===== config.mk =====
export PLATFORM = sky130hd
export DESIGN_NAME = can_network_management_fsm
export DESIGN_NICKNAME = d
export VERILOG_FILES = /design/src/rtl/core/cnm_pkg.sv /design/src/rtl/core/cnm_ram.sv /design/src/rtl/core/cnm_update.sv /design/src/rtl/core/can_network_management_fsm.sv
export SDC_FILE = /design/constraint.sdc
export NUM_CORES = 1
export LEC_CHECK = 0
export ABC_AREA = 1
export BUFFER_PORTS_ARGS = -buffer_cell sky130_fd_sc_hd__buf_4
export CAP_MARGIN = 20
export CORE_AREA = 2 2 211 161
export DETAILED_ROUTE_END_ITERATION = 6
export DIE_AREA = 0 0 213 163
export PLACE_DENSITY = 0.77
export SYNTH_ARGS = -nofsm -noshare
export SYNTH_HDL_FRONTEND = slang
export SYNTH_HIERARCHICAL = 1
export SYNTH_SLANG_ARGS = --single-unit
export TNS_END_PERCENT = 20

===== constraint.sdc =====
create_clock -name clk -period 4.8 [get_ports clk]
set_clock_uncertainty 0.05 [all_clocks]
set_input_delay 0.72 -clock clk [delete_from_list [all_inputs] [get_ports clk]]
set_output_delay 0.72 -clock clk [all_outputs]
set_load 0.05 [all_outputs]

===== src/rtl/core/cnm_pkg.sv =====
// Package for the CAN network-management block: codes, sizes, the per-channel
// record kept in the state memory, and the structs passed between modules.
// No dependencies.
package cnm_pkg;

    localparam int CHANNELS      = 2;
    localparam int USER_DATA_MAX = 8;
    localparam int CH_AW         = (CHANNELS > 1) ? $clog2(CHANNELS) : 1;

    localparam logic [3:0] CHAN_COUNT    = 4'(CHANNELS);
    localparam logic [2:0] CHAN_LAST     = 3'(CHANNELS - 1);
    localparam logic [3:0] USER_LEN_MAX  = 4'(USER_DATA_MAX);
    localparam logic [7:0] NM_IDLE_BYTE  = 8'hFF;

    localparam logic [15:0] TX_RELOAD_RST     = 16'd19;
    localparam logic [15:0] REPEAT_RST        = 16'd40;
    localparam logic [15:0] READY_SLEEP_RST   = 16'd100;
    localparam logic [15:0] PREPARE_SLEEP_RST = 16'd40;

    localparam logic [1:0] CFG_TX_RELOAD     = 2'd0;
    localparam logic [1:0] CFG_REPEAT        = 2'd1;
    localparam logic [1:0] CFG_READY_SLEEP   = 2'd2;
    localparam logic [1:0] CFG_PREPARE_SLEEP = 2'd3;

    typedef enum logic [2:0] {
        OP_TICK      = 3'd0,
        OP_REQUEST   = 3'd1,
        OP_RELEASE   = 3'd2,
        OP_PASSIVE   = 3'd3,
        OP_USER_DATA = 3'd4
    } op_t;

    typedef enum logic [2:0] {
        ST_BUS_SLEEP = 3'd0,
        ST_PREPARE   = 3'd1,
        ST_READY     = 3'd2,
        ST_NORMAL    = 3'd3,
        ST_REPEAT    = 3'd4
    } nm_state_t;

    typedef enum logic [1:0] {
        MD_BUS_SLEEP = 2'd0,
        MD_PREPARE   = 2'd1,
        MD_NETWORK   = 2'd2
    } nm_mode_t;

    typedef struct packed {
        logic        requested;
        nm_state_t   st;
        nm_mode_t    md;
        logic [15:0] tx_timer;
        logic [15:0] repeat_timer;
        logic [15:0] ready_timer;
        logic [15:0] prepare_timer;
        logic [7:0]  stored_byte;
        logic [3:0]  stored_len;
    } chan_rec_t;

    localparam int REC_W = $bits(chan_rec_t);

    typedef struct packed {
        logic [15:0] tx_reload;
        logic [15:0] repeat_ticks;
        logic [15:0] ready_sleep;
        logic [15:0] prepare_sleep;
    } cfg_t;

    typedef struct packed {
        logic       changed;
        logic       start;
        logic       tx;
        logic [7:0] tx_byte;
    } upd_t;

endpackage


===== src/rtl/core/cnm_ram.sv =====
// Generic single-write, single-read RAM with a registered read port.
// No dependencies.
module cnm_ram #(
    parameter int WIDTH = 8,
    parameter int DEPTH = 2
) (
    input  logic                                        clk,
    input  logic                                        wr_en,
    input  logic [((DEPTH > 1) ? $clog2(DEPTH) : 1)-1:0] wr_addr,
    input  logic [WIDTH-1:0]                            wr_data,
    input  logic                                        rd_en,
    input  logic [((DEPTH > 1) ? $clog2(DEPTH) : 1)-1:0] rd_addr,
    output logic [WIDTH-1:0]                            rd_data
);

    logic [WIDTH-1:0] mem [DEPTH];

    always_ff @(posedge clk)
    begin
        if (wr_en)
        begin
            mem[wr_addr] <= wr_data;
        end
        if (rd_en)
        begin
            rd_data <= mem[rd_addr];
        end
    end

endmodule


===== src/rtl/core/cnm_update.sv =====
// Next-state logic for one channel: applies one event to a channel record.
// Depends on cnm_pkg.
module cnm_update
    import cnm_pkg::*;
(
    input  logic [2:0] op,
    input  logic [7:0] user_byte,
    input  logic [3:0] user_len,
    input  cfg_t       cfg,
    input  chan_rec_t  rec_in,
    output chan_rec_t  rec_out,
    output upd_t       upd
);

    always_comb
    begin
        chan_rec_t  r;
        logic       start;
        logic       tx;
        logic [7:0] tx_byte;
        logic [7:0] nm_byte;

        r       = rec_in;
        start   = 1'b0;
        tx      = 1'b0;
        tx_byte = 8'd0;
        nm_byte = (rec_in.stored_len != 4'd0) ? rec_in.stored_byte : NM_IDLE_BYTE;

        unique case (op)
            OP_TICK:
            begin
                if (rec_in.requested)
                begin
                    if (rec_in.st == ST_BUS_SLEEP || (rec_in.st != ST_REPEAT &&
                                                      rec_in.md != MD_NETWORK))
                    begin
                        r.ready_timer   = 16'd0;
                        r.prepare_timer = 16'd0;
                        r.repeat_timer  = cfg.repeat_ticks;
                        r.st            = ST_REPEAT;
                        r.md            = MD_NETWORK;
                    end
                    else if (rec_in.st == ST_REPEAT)
                    begin
                        if (rec_in.repeat_timer != 16'd0)
                        begin
                            r.repeat_timer = rec_in.repeat_timer - 16'd1;
                        end
                        else
                        begin
                            r.st = ST_NORMAL;
                            r.md = MD_NETWORK;
                        end
                    end
                    if (rec_in.tx_timer != 16'd0)
                    begin
                        r.tx_timer = rec_in.tx_timer - 16'd1;
                    end
                    else
                    begin
                        tx         = 1'b1;
                        tx_byte    = nm_byte;
                        r.tx_timer = cfg.tx_reload;
                    end
                end
                else if (rec_in.st == ST_NORMAL || rec_in.st == ST_REPEAT)
                begin
                    r.ready_timer = cfg.ready_sleep;
                    r.st          = ST_READY;
                    r.md          = MD_NETWORK;
                end
                else if (rec_in.st == ST_READY)
                begin
                    if (rec_in.ready_timer != 16'd0)
                    begin
                        r.ready_timer = rec_in.ready_timer - 16'd1;
                    end
                    else
                    begin
                        r.prepare_timer = cfg.prepare_sleep;
                        r.st            = ST_PREPARE;
                        r.md            = MD_PREPARE;
                    end
                end
                else if (rec_in.st == ST_PREPARE)
                begin
                    if (rec_in.prepare_timer != 16'd0)
                    begin
                        r.prepare_timer = rec_in.prepare_timer - 16'd1;
                    end
                    else
                    begin
                        r.st = ST_BUS_SLEEP;
                        r.md = MD_BUS_SLEEP;
                    end
                end
            end
            OP_REQUEST:
            begin
                r.requested     = 1'b1;
                r.tx_timer      = 16'd0;
                r.ready_timer   = 16'd0;
                r.prepare_timer = 16'd0;
                r.repeat_timer  = cfg.repeat_ticks;
                r.st            = ST_REPEAT;
                r.md            = MD_NETWORK;
                tx              = 1'b1;
                tx_byte         = nm_byte;
            end
            OP_RELEASE:
            begin
                r.requested = 1'b0;
                tx          = 1'b1;
                if (rec_in.md == MD_NETWORK)
                begin
                    r.ready_timer = cfg.ready_sleep;
                    r.st          = ST_READY;
                    r.md          = MD_NETWORK;
                end
            end
            OP_PASSIVE:
            begin
                start           = 1'b1;
                r.ready_timer   = 16'd0;
                r.prepare_timer = 16'd0;
                r.repeat_timer  = cfg.repeat_ticks;
                r.st            = ST_REPEAT;
                r.md            = MD_NETWORK;
            end
            default:
            begin
                if (user_len != 4'd0)
                begin
                    r.stored_byte = user_byte;
                end
                r.stored_len = user_len;
                if (rec_in.requested)
                begin
                    tx      = 1'b1;
                    tx_byte = (user_len != 4'd0) ? user_byte : NM_IDLE_BYTE;
                end
            end
        endcase

        rec_out     = r;
        upd.changed = (r.st != rec_in.st) || (r.md != rec_in.md);
        upd.start   = start;
        upd.tx      = tx;
        upd.tx_byte = tx_byte;
    end

endmodule


===== src/rtl/core/can_network_management_fsm.sv =====
// Top level of the CAN network-management block: handshakes, configuration
// registers, the per-channel state memory and the sequencer around it.
// Depends on cnm_pkg, cnm_ram and cnm_update.
//
// Every channel's state lives in one record of a small memory and is updated
// by read, modify and write back. A request, release, passive startup or
// set-user-data transaction gives its single result after its record is read,
// updated and the result registered; a rejected transaction (bad op, channel
// or length) gives its error result in the cycle after acceptance. A tick
// gives one result per channel, in channel order; the next channel's record
// is read only once the previous result is taken. in_ready returns in the
// cycle after the last result of the current input is taken. Valid bits make
// every channel read as bus sleep with cleared timers after reset, so no
// clearing pass is needed. Configuration writes are taken at any time.
module can_network_management_fsm
    import cnm_pkg::*;
(
    input  logic        clk,
    input  logic        rst_n,
    input  logic        in_valid,
    output logic        in_ready,
    input  logic [2:0]  op,
    input  logic [2:0]  chan,
    input  logic [7:0]  user_byte,
    input  logic [3:0]  user_len,
    output logic        out_valid,
    input  logic        out_ready,
    output logic [2:0]  chan_out,
    output logic        status,
    output logic [2:0]  nm_state,
    output logic [1:0]  nm_mode,
    output logic        mode_indication,
    output logic        start_indication,
    output logic        tx_valid,
    output logic [7:0]  tx_byte,
    output logic        last,
    input  logic        cfg_valid,
    output logic        cfg_ready,
    input  logic [1:0]  cfg_index,
    input  logic [15:0] cfg_data
);

    typedef enum logic [2:0] {
        S_IDLE = 3'b001,
        S_CALC = 3'b010,
        S_OUT  = 3'b100
    } seq_state_t;

    seq_state_t          state_reg, state_next;
    cfg_t                cfg_reg;
    logic [CHANNELS-1:0] valid_reg, valid_next;
    logic [2:0]          cnt_reg, cnt_next;
    logic [2:0]          op_reg, op_next;
    logic [7:0]          ubyte_reg, ubyte_next;
    logic [3:0]          ulen_reg, ulen_next;

    logic [2:0]  chan_out_reg, chan_out_next;
    logic        status_reg, status_next;
    logic [2:0]  nm_state_reg, nm_state_next;
    logic [1:0]  nm_mode_reg, nm_mode_next;
    logic        mode_ind_reg, mode_ind_next;
    logic        start_ind_reg, start_ind_next;
    logic        tx_valid_reg, tx_valid_next;
    logic [7:0]  tx_byte_reg, tx_byte_next;
    logic        last_reg, last_next;

    logic             rd_en;
    logic [CH_AW-1:0] rd_addr;
    logic             wr_en;
    logic [REC_W-1:0] rd_data;
    chan_rec_t        rec_in;
    chan_rec_t        rec_out;
    upd_t             upd;
    logic             in_err;
    logic [2:0]       first_chan;
    logic [2:0]       cnt_inc;

    cnm_ram #(
        .WIDTH(REC_W),
        .DEPTH(CHANNELS)
    ) u_state_ram (
        .clk    (clk),
        .wr_en  (wr_en),
        .wr_addr(cnt_reg[CH_AW-1:0]),
        .wr_data(REC_W'(rec_out)),
        .rd_en  (rd_en),
        .rd_addr(rd_addr),
        .rd_data(rd_data)
    );

    assign rec_in = valid_reg[cnt_reg[CH_AW-1:0]] ? chan_rec_t'(rd_data) : chan_rec_t'('0);

    cnm_update u_update (
        .op       (op_reg),
        .user_byte(ubyte_reg),
        .user_len (ulen_reg),
        .cfg      (cfg_reg),
        .rec_in   (rec_in),
        .rec_out  (rec_out),
        .upd      (upd)
    );

    assign in_err = (op > OP_USER_DATA) ||
                    (op != OP_TICK && {1'b0, chan} >= CHAN_COUNT) ||
                    (op == OP_USER_DATA && user_len > USER_LEN_MAX);
    assign first_chan = (op == OP_TICK) ? 3'd0 : chan;
    assign cnt_inc    = cnt_reg + 3'd1;

    always_comb
    begin
        state_next     = state_reg;
        valid_next     = valid_reg;
        cnt_next       = cnt_reg;
        op_next        = op_reg;
        ubyte_next     = ubyte_reg;
        ulen_next      = ulen_reg;
        chan_out_next  = chan_out_reg;
        status_next    = status_reg;
        nm_state_next  = nm_state_reg;
        nm_mode_next   = nm_mode_reg;
        mode_ind_next  = mode_ind_reg;
        start_ind_next = start_ind_reg;
        tx_valid_next  = tx_valid_reg;
        tx_byte_next   = tx_byte_reg;
        last_next      = last_reg;
        rd_en          = 1'b0;
        rd_addr        = cnt_reg[CH_AW-1:0];
        wr_en          = 1'b0;

        unique case (state_reg)
            S_IDLE:
            begin
                if (in_valid)
                begin
                    op_next    = op;
                    ubyte_next = user_byte;
                    ulen_next  = user_len;
                    if (in_err)
                    begin
                        chan_out_next  = chan;
                        status_next    = 1'b1;
                        nm_state_next  = 3'd0;
                        nm_mode_next   = 2'd0;
                        mode_ind_next  = 1'b0;
                        start_ind_next = 1'b0;
                        tx_valid_next  = 1'b0;
                        tx_byte_next   = 8'd0;
                        last_next      = 1'b1;
                        state_next     = S_OUT;
                    end
                    else
                    begin
                        cnt_next   = first_chan;
                        rd_en      = 1'b1;
                        rd_addr    = first_chan[CH_AW-1:0];
                        state_next = S_CALC;
                    end
                end
            end
            S_CALC:
            begin
                wr_en                          = 1'b1;
                valid_next[cnt_reg[CH_AW-1:0]] = 1'b1;
                chan_out_next  = cnt_reg;
                status_next    = 1'b0;
                nm_state_next  = rec_out.st;
                nm_mode_next   = rec_out.md;
                mode_ind_next  = upd.changed;
                start_ind_next = upd.start;
                tx_valid_next  = upd.tx;
                tx_byte_next   = upd.tx_byte;
                last_next      = (op_reg != OP_TICK) || (cnt_reg == CHAN_LAST);
                state_next     = S_OUT;
            end
            S_OUT:
            begin
                if (out_ready)
                begin
                    if (!last_reg)
                    begin
                        cnt_next   = cnt_inc;
                        rd_en      = 1'b1;
                        rd_addr    = cnt_inc[CH_AW-1:0];
                        state_next = S_CALC;
                    end
                    else
                    begin
                        state_next = S_IDLE;
                    end
                end
            end
            default:
            begin
                state_next = S_IDLE;
            end
        endcase
    end

    always_ff @(posedge clk or negedge rst_n)
    begin
        if (!rst_n)
        begin
            state_reg <= S_IDLE;
            valid_reg <= '0;
            cnt_reg   <= 3'd0;
            op_reg    <= 3'd0;
            last_reg  <= 1'b0;
            cfg_reg.tx_reload     <= TX_RELOAD_RST;
            cfg_reg.repeat_ticks  <= REPEAT_RST;
            cfg_reg.ready_sleep   <= READY_SLEEP_RST;
            cfg_reg.prepare_sleep <= PREPARE_SLEEP_RST;
        end
        else
        begin
            state_reg <= state_next;
            valid_reg <= valid_next;
            cnt_reg   <= cnt_next;
            op_reg    <= op_next;
            last_reg  <= last_next;
            if (cfg_valid)
            begin
                unique case (cfg_index)
                    CFG_TX_RELOAD:     cfg_reg.tx_reload     <= cfg_data;
                    CFG_REPEAT:        cfg_reg.repeat_ticks  <= cfg_data;
                    CFG_READY_SLEEP:   cfg_reg.ready_sleep   <= cfg_data;
                    CFG_PREPARE_SLEEP: cfg_reg.prepare_sleep <= cfg_data;
                    default:           cfg_reg.tx_reload     <= cfg_reg.tx_reload;
                endcase
            end
        end
    end

    always_ff @(posedge clk)
    begin
        ubyte_reg     <= ubyte_next;
        ulen_reg      <= ulen_next;
        chan_out_reg  <= chan_out_next;
        status_reg    <= status_next;
        nm_state_reg  <= nm_state_next;
        nm_mode_reg   <= nm_mode_next;
        mode_ind_reg  <= mode_ind_next;
        start_ind_reg <= start_ind_next;
        tx_valid_reg  <= tx_valid_next;
        tx_byte_reg   <= tx_byte_next;
    end

    assign in_ready         = (state_reg == S_IDLE);
    assign out_valid        = (state_reg == S_OUT);
    assign cfg_ready        = 1'b1;
    assign chan_out         = chan_out_reg;
    assign status           = status_reg;
    assign nm_state         = nm_state_reg;
    assign nm_mode          = nm_mode_reg;
    assign mode_indication  = mode_ind_reg;
    assign start_indication = start_ind_reg;
    assign tx_valid         = tx_valid_reg;
    assign tx_byte          = tx_byte_reg;
    assign last             = last_reg;

endmodule


==> implementation parameters, run 1 <==
Parameter                              Value

Outcome
  Status ... complete, but fails checks
  Violations in the final reports ... DRC

Drt
  DRC Markers ... 4
  Iteration-0 DRC count of the detailed router ... between 1500 and 2000
  Pre-antenna DRT Iters ... 7
  Post-DRT Antenna Nets ... 0
  Final wirelength ... between 50000 and 60000 µm
  Average detailed-routed wire length per instance ... 19.0 µm
  Via-per-instance ratio ... 5.70
  Vias ... 15200

Global route
  Vias in the first global route ... around 14000
  Maximum number of pins on one net before global-route repair ... 69
  Combined global-route utilization of all metal layers ... between 20 and 30%
  Wire length of the first global-routing pass ... 79800 µm
  Grt total ovfl ... 0
  Number of antenna violations at the first check in global routing ... 0

Yosys
  Cell type with the highest aggregate area in the netlist ... sky130_fd_sc_hd__edfxtp_1
  Mapped cell area ... 0.0184 mm²
  Area share of the largest cell type after synthesis ... between 40% and 50%
  Ys async rst share ... a little over a fifth
  Ranking of synthesized cells by area ... sky130_fd_sc_hd__edfxtp_1 (45%), sky130_fd_sc_hd__nand2_1 (13%), sky130_fd_sc_hd__dfrtp_1 (8.8%)
  Post-synth net total ... between 2000 and 2500
  Post-synthesis average cell area ... between 8 and 9 µm²
  Commonest cells in the synthesized netlist ... sky130_fd_sc_hd__nand2_1 (654), sky130_fd_sc_hd__edfxtp_1 (278), sky130_fd_sc_hd__nor2_1 (251), sky130_fd_sc_hd__inv_1 (239), sky130_fd_sc_hd__o21ai_0 (180)
  Number of instances in the synthesized netlist ... around 2200
  Sequential-to-total area share from yosys stat ... 55.7%
  Number of enable flip-flop cells after synthesis ... approximately 280
  Primary FF master, synth ... sky130_fd_sc_hd__edfxtp_1
  Synth warn ... 6
  Post-synthesis register bit count ... about 350
  Cell with the most instances after synthesis ... sky130_fd_sc_hd__nand2_1
  Post-synthesis cell type count ... 50

STA
  Final-report max-slew violation count ... 0
  Maximum clock frequency ... ~250 MHz
  Worst hold slack ... 103 ps
  Unrepaired setup endpoints after global routing ... false
  Post-layout minimum cycle time ... 3990 ps
  Slew of the pin with the lowest slew margin ... 938 ps
  Endpoints failing hold ... 0
  Setup TNS after final layout ... 0 ps
  Final worst path period share ... 83.2%
  PnR worst setup slack ... between 800 and 900 ps
  Worst relative slew slack ... 36.9%
  Final Setup Violations ... 0

Floorplan
  Die area ... roughly 0.035 mm²
  Core ar. ... around 0.033 mm²
  Std cell rows ... just under 60
  Die boundary width ... 213 µm
  Starting utilization of the core area ... between 50% and 60%
  Height of the chip ... between 150 and 200 µm
  Number of top-level pins ... 65

Pwr
  Total power density per cell area ... 802 mW/mm²
  Cell internal power dissipation ... 8.67 mW
  Worst supply voltage drop on vdd ... between 0.5 and 0.6 mV
  Share of total power in combinational logic ... about half
  Lkg Pwr ... ~9 nW
  Net Sw Frac ... 47.3%
  Net Sw Power ... approximately 7.8 mW
  Clk network pwr share ... around 17%
  Part of the total power dissipated in sequential elements ... 31.3%

Placement
  Place WS ... around 970 ps
  GP Congestion ... 0.947
  Post-detail-place hpwl ... ~33000 µm
  Area after DPL ... roughly 0.019 mm²
  Input/output buffers ... between 60 and 70

Cells and area
  Flip-flop count of the largest register, all copies and words added ... around 160
  Non-Filler Cell Area, Final ... slightly above 0.02 mm²
  Antenna diode count ... 0
  Area Overhead vs Synth ... 11.4%
  Number of nets in the final layout ... approximately 2200
  Share of final-layout standard cells stronger than drive strength 1 ... under 10%

Clocking
  Total setup buffers inserted after CTS ... 0
  Cts bufs inserted ... 36
  Cts repair resizes ... 0
  Number of clock sinks ... between 300 and 400
  Insertion delay of the later-clocked pin in the worst-skew pair ... 540 ps
  Number of H-tree levels ... 2
  Number of buffers added to fix hold violations after cts ... 0
  Post-CTS clock slew at the launch and capture registers of the worst setup and hold paths ... roughly 70 ps
  CTS tree ... yes
  Bufs on Longest Clock Path ... 3
  Cell at the root of the clock tree ... sky130_fd_sc_hd__clkbuf_16

Job
  Total of max-cap violations ... 0

Min path
  Path category of the worst min-delay check ... in2async

Critical path
  Endpoint type of the worst setup path ... flip-flop
  Critical path data arrival time ... between 4000 and 5000 ps
  Largest fanout on the critical path ... between 60 and 70
  Critical path data required time ... roughly 5000 ps
  Setup crit start kind ... flip-flop
  Category of the most critical setup path ... reg2reg
[per-layer routing]
layer / share of wire, % / GRT usage (%)
met1: 44 / 44.0
met2: 43 / 44.1
met3: 10 / 6.59
met4: 3.3 / 10.0
met5: 0 / 0
[cells in the final DEF (no fill, tap or decap), types with 13 or more instances in the layout]
cell type	instances
sky130_fd_sc_hd__a21oi_1	62
sky130_fd_sc_hd__buf_4	89
sky130_fd_sc_hd__clkbuf_16	36
sky130_fd_sc_hd__dfrtp_1	65
sky130_fd_sc_hd__edfxtp_1	278
sky130_fd_sc_hd__inv_1	238
sky130_fd_sc_hd__nand2_1	652
sky130_fd_sc_hd__nand3_1	90
sky130_fd_sc_hd__nor2_1	248
sky130_fd_sc_hd__o211ai_1	44
sky130_fd_sc_hd__o21ai_0	180
sky130_fd_sc_hd__o21ai_1	13
sky130_fd_sc_hd__o22ai_1	19
sky130_fd_sc_hd__o31ai_1	16
sky130_fd_sc_hd__xor2_1	35
[power groups by stage]
stage	registers (mW)	clock network [mW]	logic (mW)
after floorplan	5.38	0	5.75
after global placement	5.17	0	8.04
after detailed placement	5.20	0	8.24
after CTS	5.15	2.86	8.29
after global routing	5.22	2.98	9.39
final	5.14	2.82	8.48
[final timing paths]
kind / slack (ps) / end / depth (start not counted) / from
max: 810 / u_state_ram/mem[1][17]$_DFFE_PP_ / 13 / cnt_reg[0]$_DFFE_PN0P_
max reg2reg: 810 / u_state_ram/mem[1][17]$_DFFE_PP_ / 13 / cnt_reg[0]$_DFFE_PN0P_
min reg2reg: 410 / valid_reg[1]$_DFFE_PN0P_ / 2 / valid_reg[1]$_DFFE_PN0P_
min: 100 / cfg_reg[15]$_DFFE_PN0P_ / 1 / rst_n
min in group clk: 310 / ubyte_reg[3]$_DFFE_PP_ / 1 / user_byte[3]
max in group asynchronous: 3580 / cfg_reg[54]$_DFFE_PN0P_ / 2 / rst_n
[critical path, stage by stage, from the launching register on]
cell and delay, ps:
sky130_fd_sc_hd__dfrtp_1 520, sky130_fd_sc_hd__o21ai_4 480, sky130_fd_sc_hd__buf_12 400, sky130_fd_sc_hd__nor2_1 140, sky130_fd_sc_hd__inv_1 140, sky130_fd_sc_hd__nand2_1 60, sky130_fd_sc_hd__buf_4 250, sky130_fd_sc_hd__nor2_1 300
sky130_fd_sc_hd__nor2_2 80, sky130_fd_sc_hd__inv_1 520, sky130_fd_sc_hd__nand2_1 290, sky130_fd_sc_hd__nor2_1 150, sky130_fd_sc_hd__o21ai_0 110, sky130_fd_sc_hd__o211ai_1 210
[area by class of cell]
type,count,area (µm²)
clock buffers,47,982
clock inverters,19,205
flip-flops and latches,354,10300
fillers,2776,12400
inverters,255,960
repair buffers,95,768
multi-input cells,1453,6770
well taps,450,563
[cells by family after synthesis]
group,share of synthesized area (%)
multiplexers,0.557
other,0.0204
flip-flops,55.7
AO/OA/AOI/OAI,10.8
AND/OR/NAND/NOR,23.1
buffers and inverters,7.69
adder cells (fa/ha/maj),0.476
XOR/XNOR,1.66
[stage by stage]
| stage | std cells | total power, mW | util, % |
|---|---|---|---|
| floorplan | 2151 | 11.1 | - |
| global placement | 2603 | 13.2 | 58.6 |
| detailed placement | 2603 | 13.4 | 58.6 |
| CTS | 2669 | 16.3 | 62.2 |
| global route | 2673 | 17.6 | 62.4 |
| finish | 2673 | 16.4 | 62.4 |
Note: power is estimated with default switching activity, not from simulation.
==> run 2, diff against run 1 <==
CORE_AREA = 2 2 201 154   (was 2 2 211 161)
DIE_AREA = 0 0 203 156   (was 0 0 213 163)
PLACE_DENSITY = 0.8   (was 0.77)
clock period = 4.1 ns   (was 4.8 ns; I/O delays follow)
==> run 2 against run 1 <==
  * The flow now finishes without violations
  * Fmax increased by 5.6%
  * Core utilization increased by 7.0 points
  * Global-route usage increased by 2.0 points
  * Clock power increased by 19%
  * Sequential power increased by 18%
  * Cell count decreased by 1.4%
  * Clock-buffer cell count increased by 3
  * Critical path depth increased by 2
  * Register-to-register slack got worse by 490 ps
  * Via count about the same
  * Setup slack got worse by 490 ps
  * Non-clock buffer count increased by 13
  * Critical endpoint is now tx_byte[5]$_SDFFCE_PN0P_
==> implementation parameters, run 2 (same netlist as run 1, synthesis figures left out) <==
Parameter                              Value

Cells and area
  Area Overhead vs Synth ... 11.8% (was 11.4%)
  Final standard cell count with taps included and fillers excluded ... 2635 (was 2673)
  Share of final-layout standard cells stronger than drive strength 1 ... 9.75% (was 9.27%)
  Leading cell type in the layout, fill and taps excluded ... sky130_fd_sc_hd__nand2_1 (unchanged)
  Final core utilization ... 69.4% (was 62.4%)
  Flip-flop count of the largest register, all copies and words added ... 164 (unchanged)
  Number of nets in the final layout ... 2256 (was 2243)
  Antenna diode count ... 0 (unchanged)
  Most frequent cells in the layout ... sky130_fd_sc_hd__nand2_1 (652), sky130_fd_sc_hd__edfxtp_1 (278), sky130_fd_sc_hd__nor2_1 (248) (unchanged)

Floorplan
  Starting utilization of the core area ... 62.1% (was 56.0%)
  Height of the chip ... 156 µm (was 163 µm)
  Die area ... 0.0317 mm² (was 0.0347 mm²)
  Number of top-level pins ... 65 (unchanged)
  Core ar. ... 0.0297 mm² (was 0.0329 mm²)
  Die boundary width ... 203 µm (was 213 µm)
  Std cell rows ... 55 (was 58)

Outcome
  Status ... complete, no violations (was complete, but fails checks)

Critical path
  Largest fanout on the critical path ... 21 (was 68)
  Cell with the largest stage delay on the worst path ... sky130_fd_sc_hd__dfrtp_1 (unchanged)
  Critical path data arrival time ... 4100 ps (was 4230 ps)
  Cell with the most instances on the worst path ... sky130_fd_sc_hd__nor2_1 (unchanged)
  Reg2reg end ... tx_byte[5]$_SDFFCE_PN0P_ (was u_state_ram/mem[1][17]$_DFFE_PP_)
  Endpoint type of the worst setup path ... flip-flop (unchanged)
  Start of the worst register-to-register path ... cnt_reg[0]$_DFFE_PN0P_ (unchanged)
  Cell Chain, Critical Path ... o21ai_4, buf_4, nor2_1, inv_1, ha_1, nand3_2, nor2_1, nand4_1, nor2_1, nand3_1, nor2_1, a21oi_2, o22ai_1, inv_1, nor2_1 (was o21ai_4, buf_12, nor2_1, inv_1, nand2_1, buf_4, nor2_1, nor2_2, inv_1, nand2_1, nor2_1, o21ai_0, o211ai_1)
  Delay-heaviest family, CP ... simple AND/OR/NAND/NOR gates (was buffers and inverters)
  Max incr delay on CP ... 530 ps (was 520 ps)
  Number of cell instances on the worst register-to-register path ... 15 (was 13)
  Register-to-register setup slack ... 320 ps (was 810 ps)
  Setup crit start kind ... flip-flop (unchanged)
  Category of the most critical setup path ... reg2reg (unchanged)
  Critical path data required time ... 4420 ps (was 5040 ps)
  Total buffers and inverters traversed by the critical path ... 3 (was 4)

Placement
  Input/output buffers ... 63 (unchanged)
  Post-detail-place hpwl ... 33300 µm (was 33400 µm)
  GP Congestion ... 0.965 (was 0.947)
  Place WS ... 253 ps (was 973 ps)
  Count of placed standard cells including taps ... 2563 (was 2603)

Drt
  Final wirelength ... 50200 µm (was 50700 µm)
  DRC Markers ... 0 (was 4)
  Iteration-0 DRC count of the detailed router ... 1691 (was 1800)
  Vias ... 15200 (about the same)
  Pre-antenna DRT Iters ... 6 (was 7)
  Via-per-instance ratio ... 5.78 (was 5.70)
  Average detailed-routed wire length per instance ... 19.0 µm (about the same)
  Post-DRT Antenna Nets ... 0 (unchanged)

Min path
  Path category of the worst min-delay check ... in2async (unchanged)

Clocking
  Bufs on Longest Clock Path ... 3 (unchanged)
  Post-CTS clock slew at the launch and capture registers of the worst setup and hold paths ... 70 ps (about the same)
  Cts bufs inserted ... 36 (unchanged)
  Insertion delay of the later-clocked pin in the worst-skew pair ... 540 ps (about the same)
  CTS tree ... yes (unchanged)
  Cell at the root of the clock tree ... sky130_fd_sc_hd__clkbuf_16 (unchanged)
  Number of H-tree levels ... 2 (unchanged)
  Cts repair resizes ... 0 (unchanged)
  Number of clock sinks ... 354 (unchanged)

Global route
  Vias in the first global route ... 14600 (was 14300)
  Maximum number of pins on one net before global-route repair ... 83 (was 69)
  Number of antenna violations at the first check in global routing ... 0 (unchanged)
  Grt total ovfl ... 0 (unchanged)
  Wire length of the first global-routing pass ... 78800 µm (was 79800 µm)
  Combined global-route utilization of all metal layers ... 32.0% (was 29.9%)

STA
  Maximum clock frequency ... 264 MHz (was 250 MHz)
  Final worst path period share ... 92.2% (was 83.2%)
  Final-report max-slew violation count ... 0 (unchanged)
  Slew of the pin with the lowest slew margin ... 1080 ps (was 938 ps)
  Unrepaired setup endpoints after global routing ... false (unchanged)
  Post-layout minimum cycle time ... 3780 ps (was 3990 ps)
  Worst relative slew slack ... 27.8% (was 36.9%)
  PnR worst setup slack ... 319 ps (was 806 ps)
  Setup TNS after final layout ... 0 ps (unchanged)
  Final Setup Violations ... 0 (unchanged)
  Endpoints failing hold ... 0 (unchanged)

Pwr
  Lkg Pwr ... 8.90 nW (was 8.82 nW)
  Worst supply voltage drop on vdd ... 1.49 mV (was 0.575 mV)
  Total power density per cell area ... 943 mW/mm² (was 802 mW/mm²)

Job
  Total of max-cap violations ... 0 (unchanged)
## run 2: worst max-delay path by stage
stage                                                 end  depth (start not counted)                      from  slack (ps)
after global routing             tx_byte[5]$_SDFFCE_PN0P_                         16    cnt_reg[0]$_DFFE_PN0P_         120
after floorplan           u_state_ram/mem[0][0]$_DFFE_PP_                          3  state_reg[2]$_DFFE_PN0P_         690
after global placement      mode_indication$_SDFFCE_PN0P_                         15    cnt_reg[0]$_DFFE_PN0P_         490
final                            tx_byte[5]$_SDFFCE_PN0P_                         15    cnt_reg[0]$_DFFE_PN0P_         320
after CTS                        tx_byte[5]$_SDFFCE_PN0P_                         15    cnt_reg[0]$_DFFE_PN0P_         220
after detailed placement         tx_byte[5]$_SDFFCE_PN0P_                         15    cnt_reg[0]$_DFFE_PN0P_         250
## run 2: power by group
group,internal (mW),leakage [nW],switching [mW]
registers,5.66,3.49,0.388
clock network,1.97,0.588,1.38
logic,2.74,4.82,7.28
total,10.4,8.90,9.05
## run 2: area by class of cell
cell class | instances | area (µm²)
Timing Repair Buffer | 108 | 896
Clock inverter | 16 | 161
Tap cell | 399 | 499
Fill cell | 2310 | 9080
Inverter | 255 | 960
Clock buffer | 50 | 1040
Sequential cell | 354 | 10300
Multi-Input combinational cell | 1453 | 6770
## run 2: stage by stage
stage	area (µm²)	hold WS [ps]	power, mW
floorplan	18400	269	13.0
global placement	19300	393	15.5
detailed placement	19300	418	15.8
CTS	20500	141	19.2
global route	20600	188	20.7
finish	20600	141	19.4
## run 2: metal layers
| layer | track usage [%] | wire, µm | up-vias |
|---|---|---|---|
| met2 | 47.7 | 21700 | 817 |
| li1 | - | - | 7187 |
| met1 | 46.5 | 21600 | 7110 |
| met3 | 7.16 | 5300 | 128 |
| met4 | 11.0 | 1560 | 0 |
| met5 | 0 | 0 | - |
## run 2: what timing repair did
item | in CTS | in global routing
buffers inserted | 0 | 3
endpoints found under the setup margin | 0 | 7
hold buffers | 0 | 0
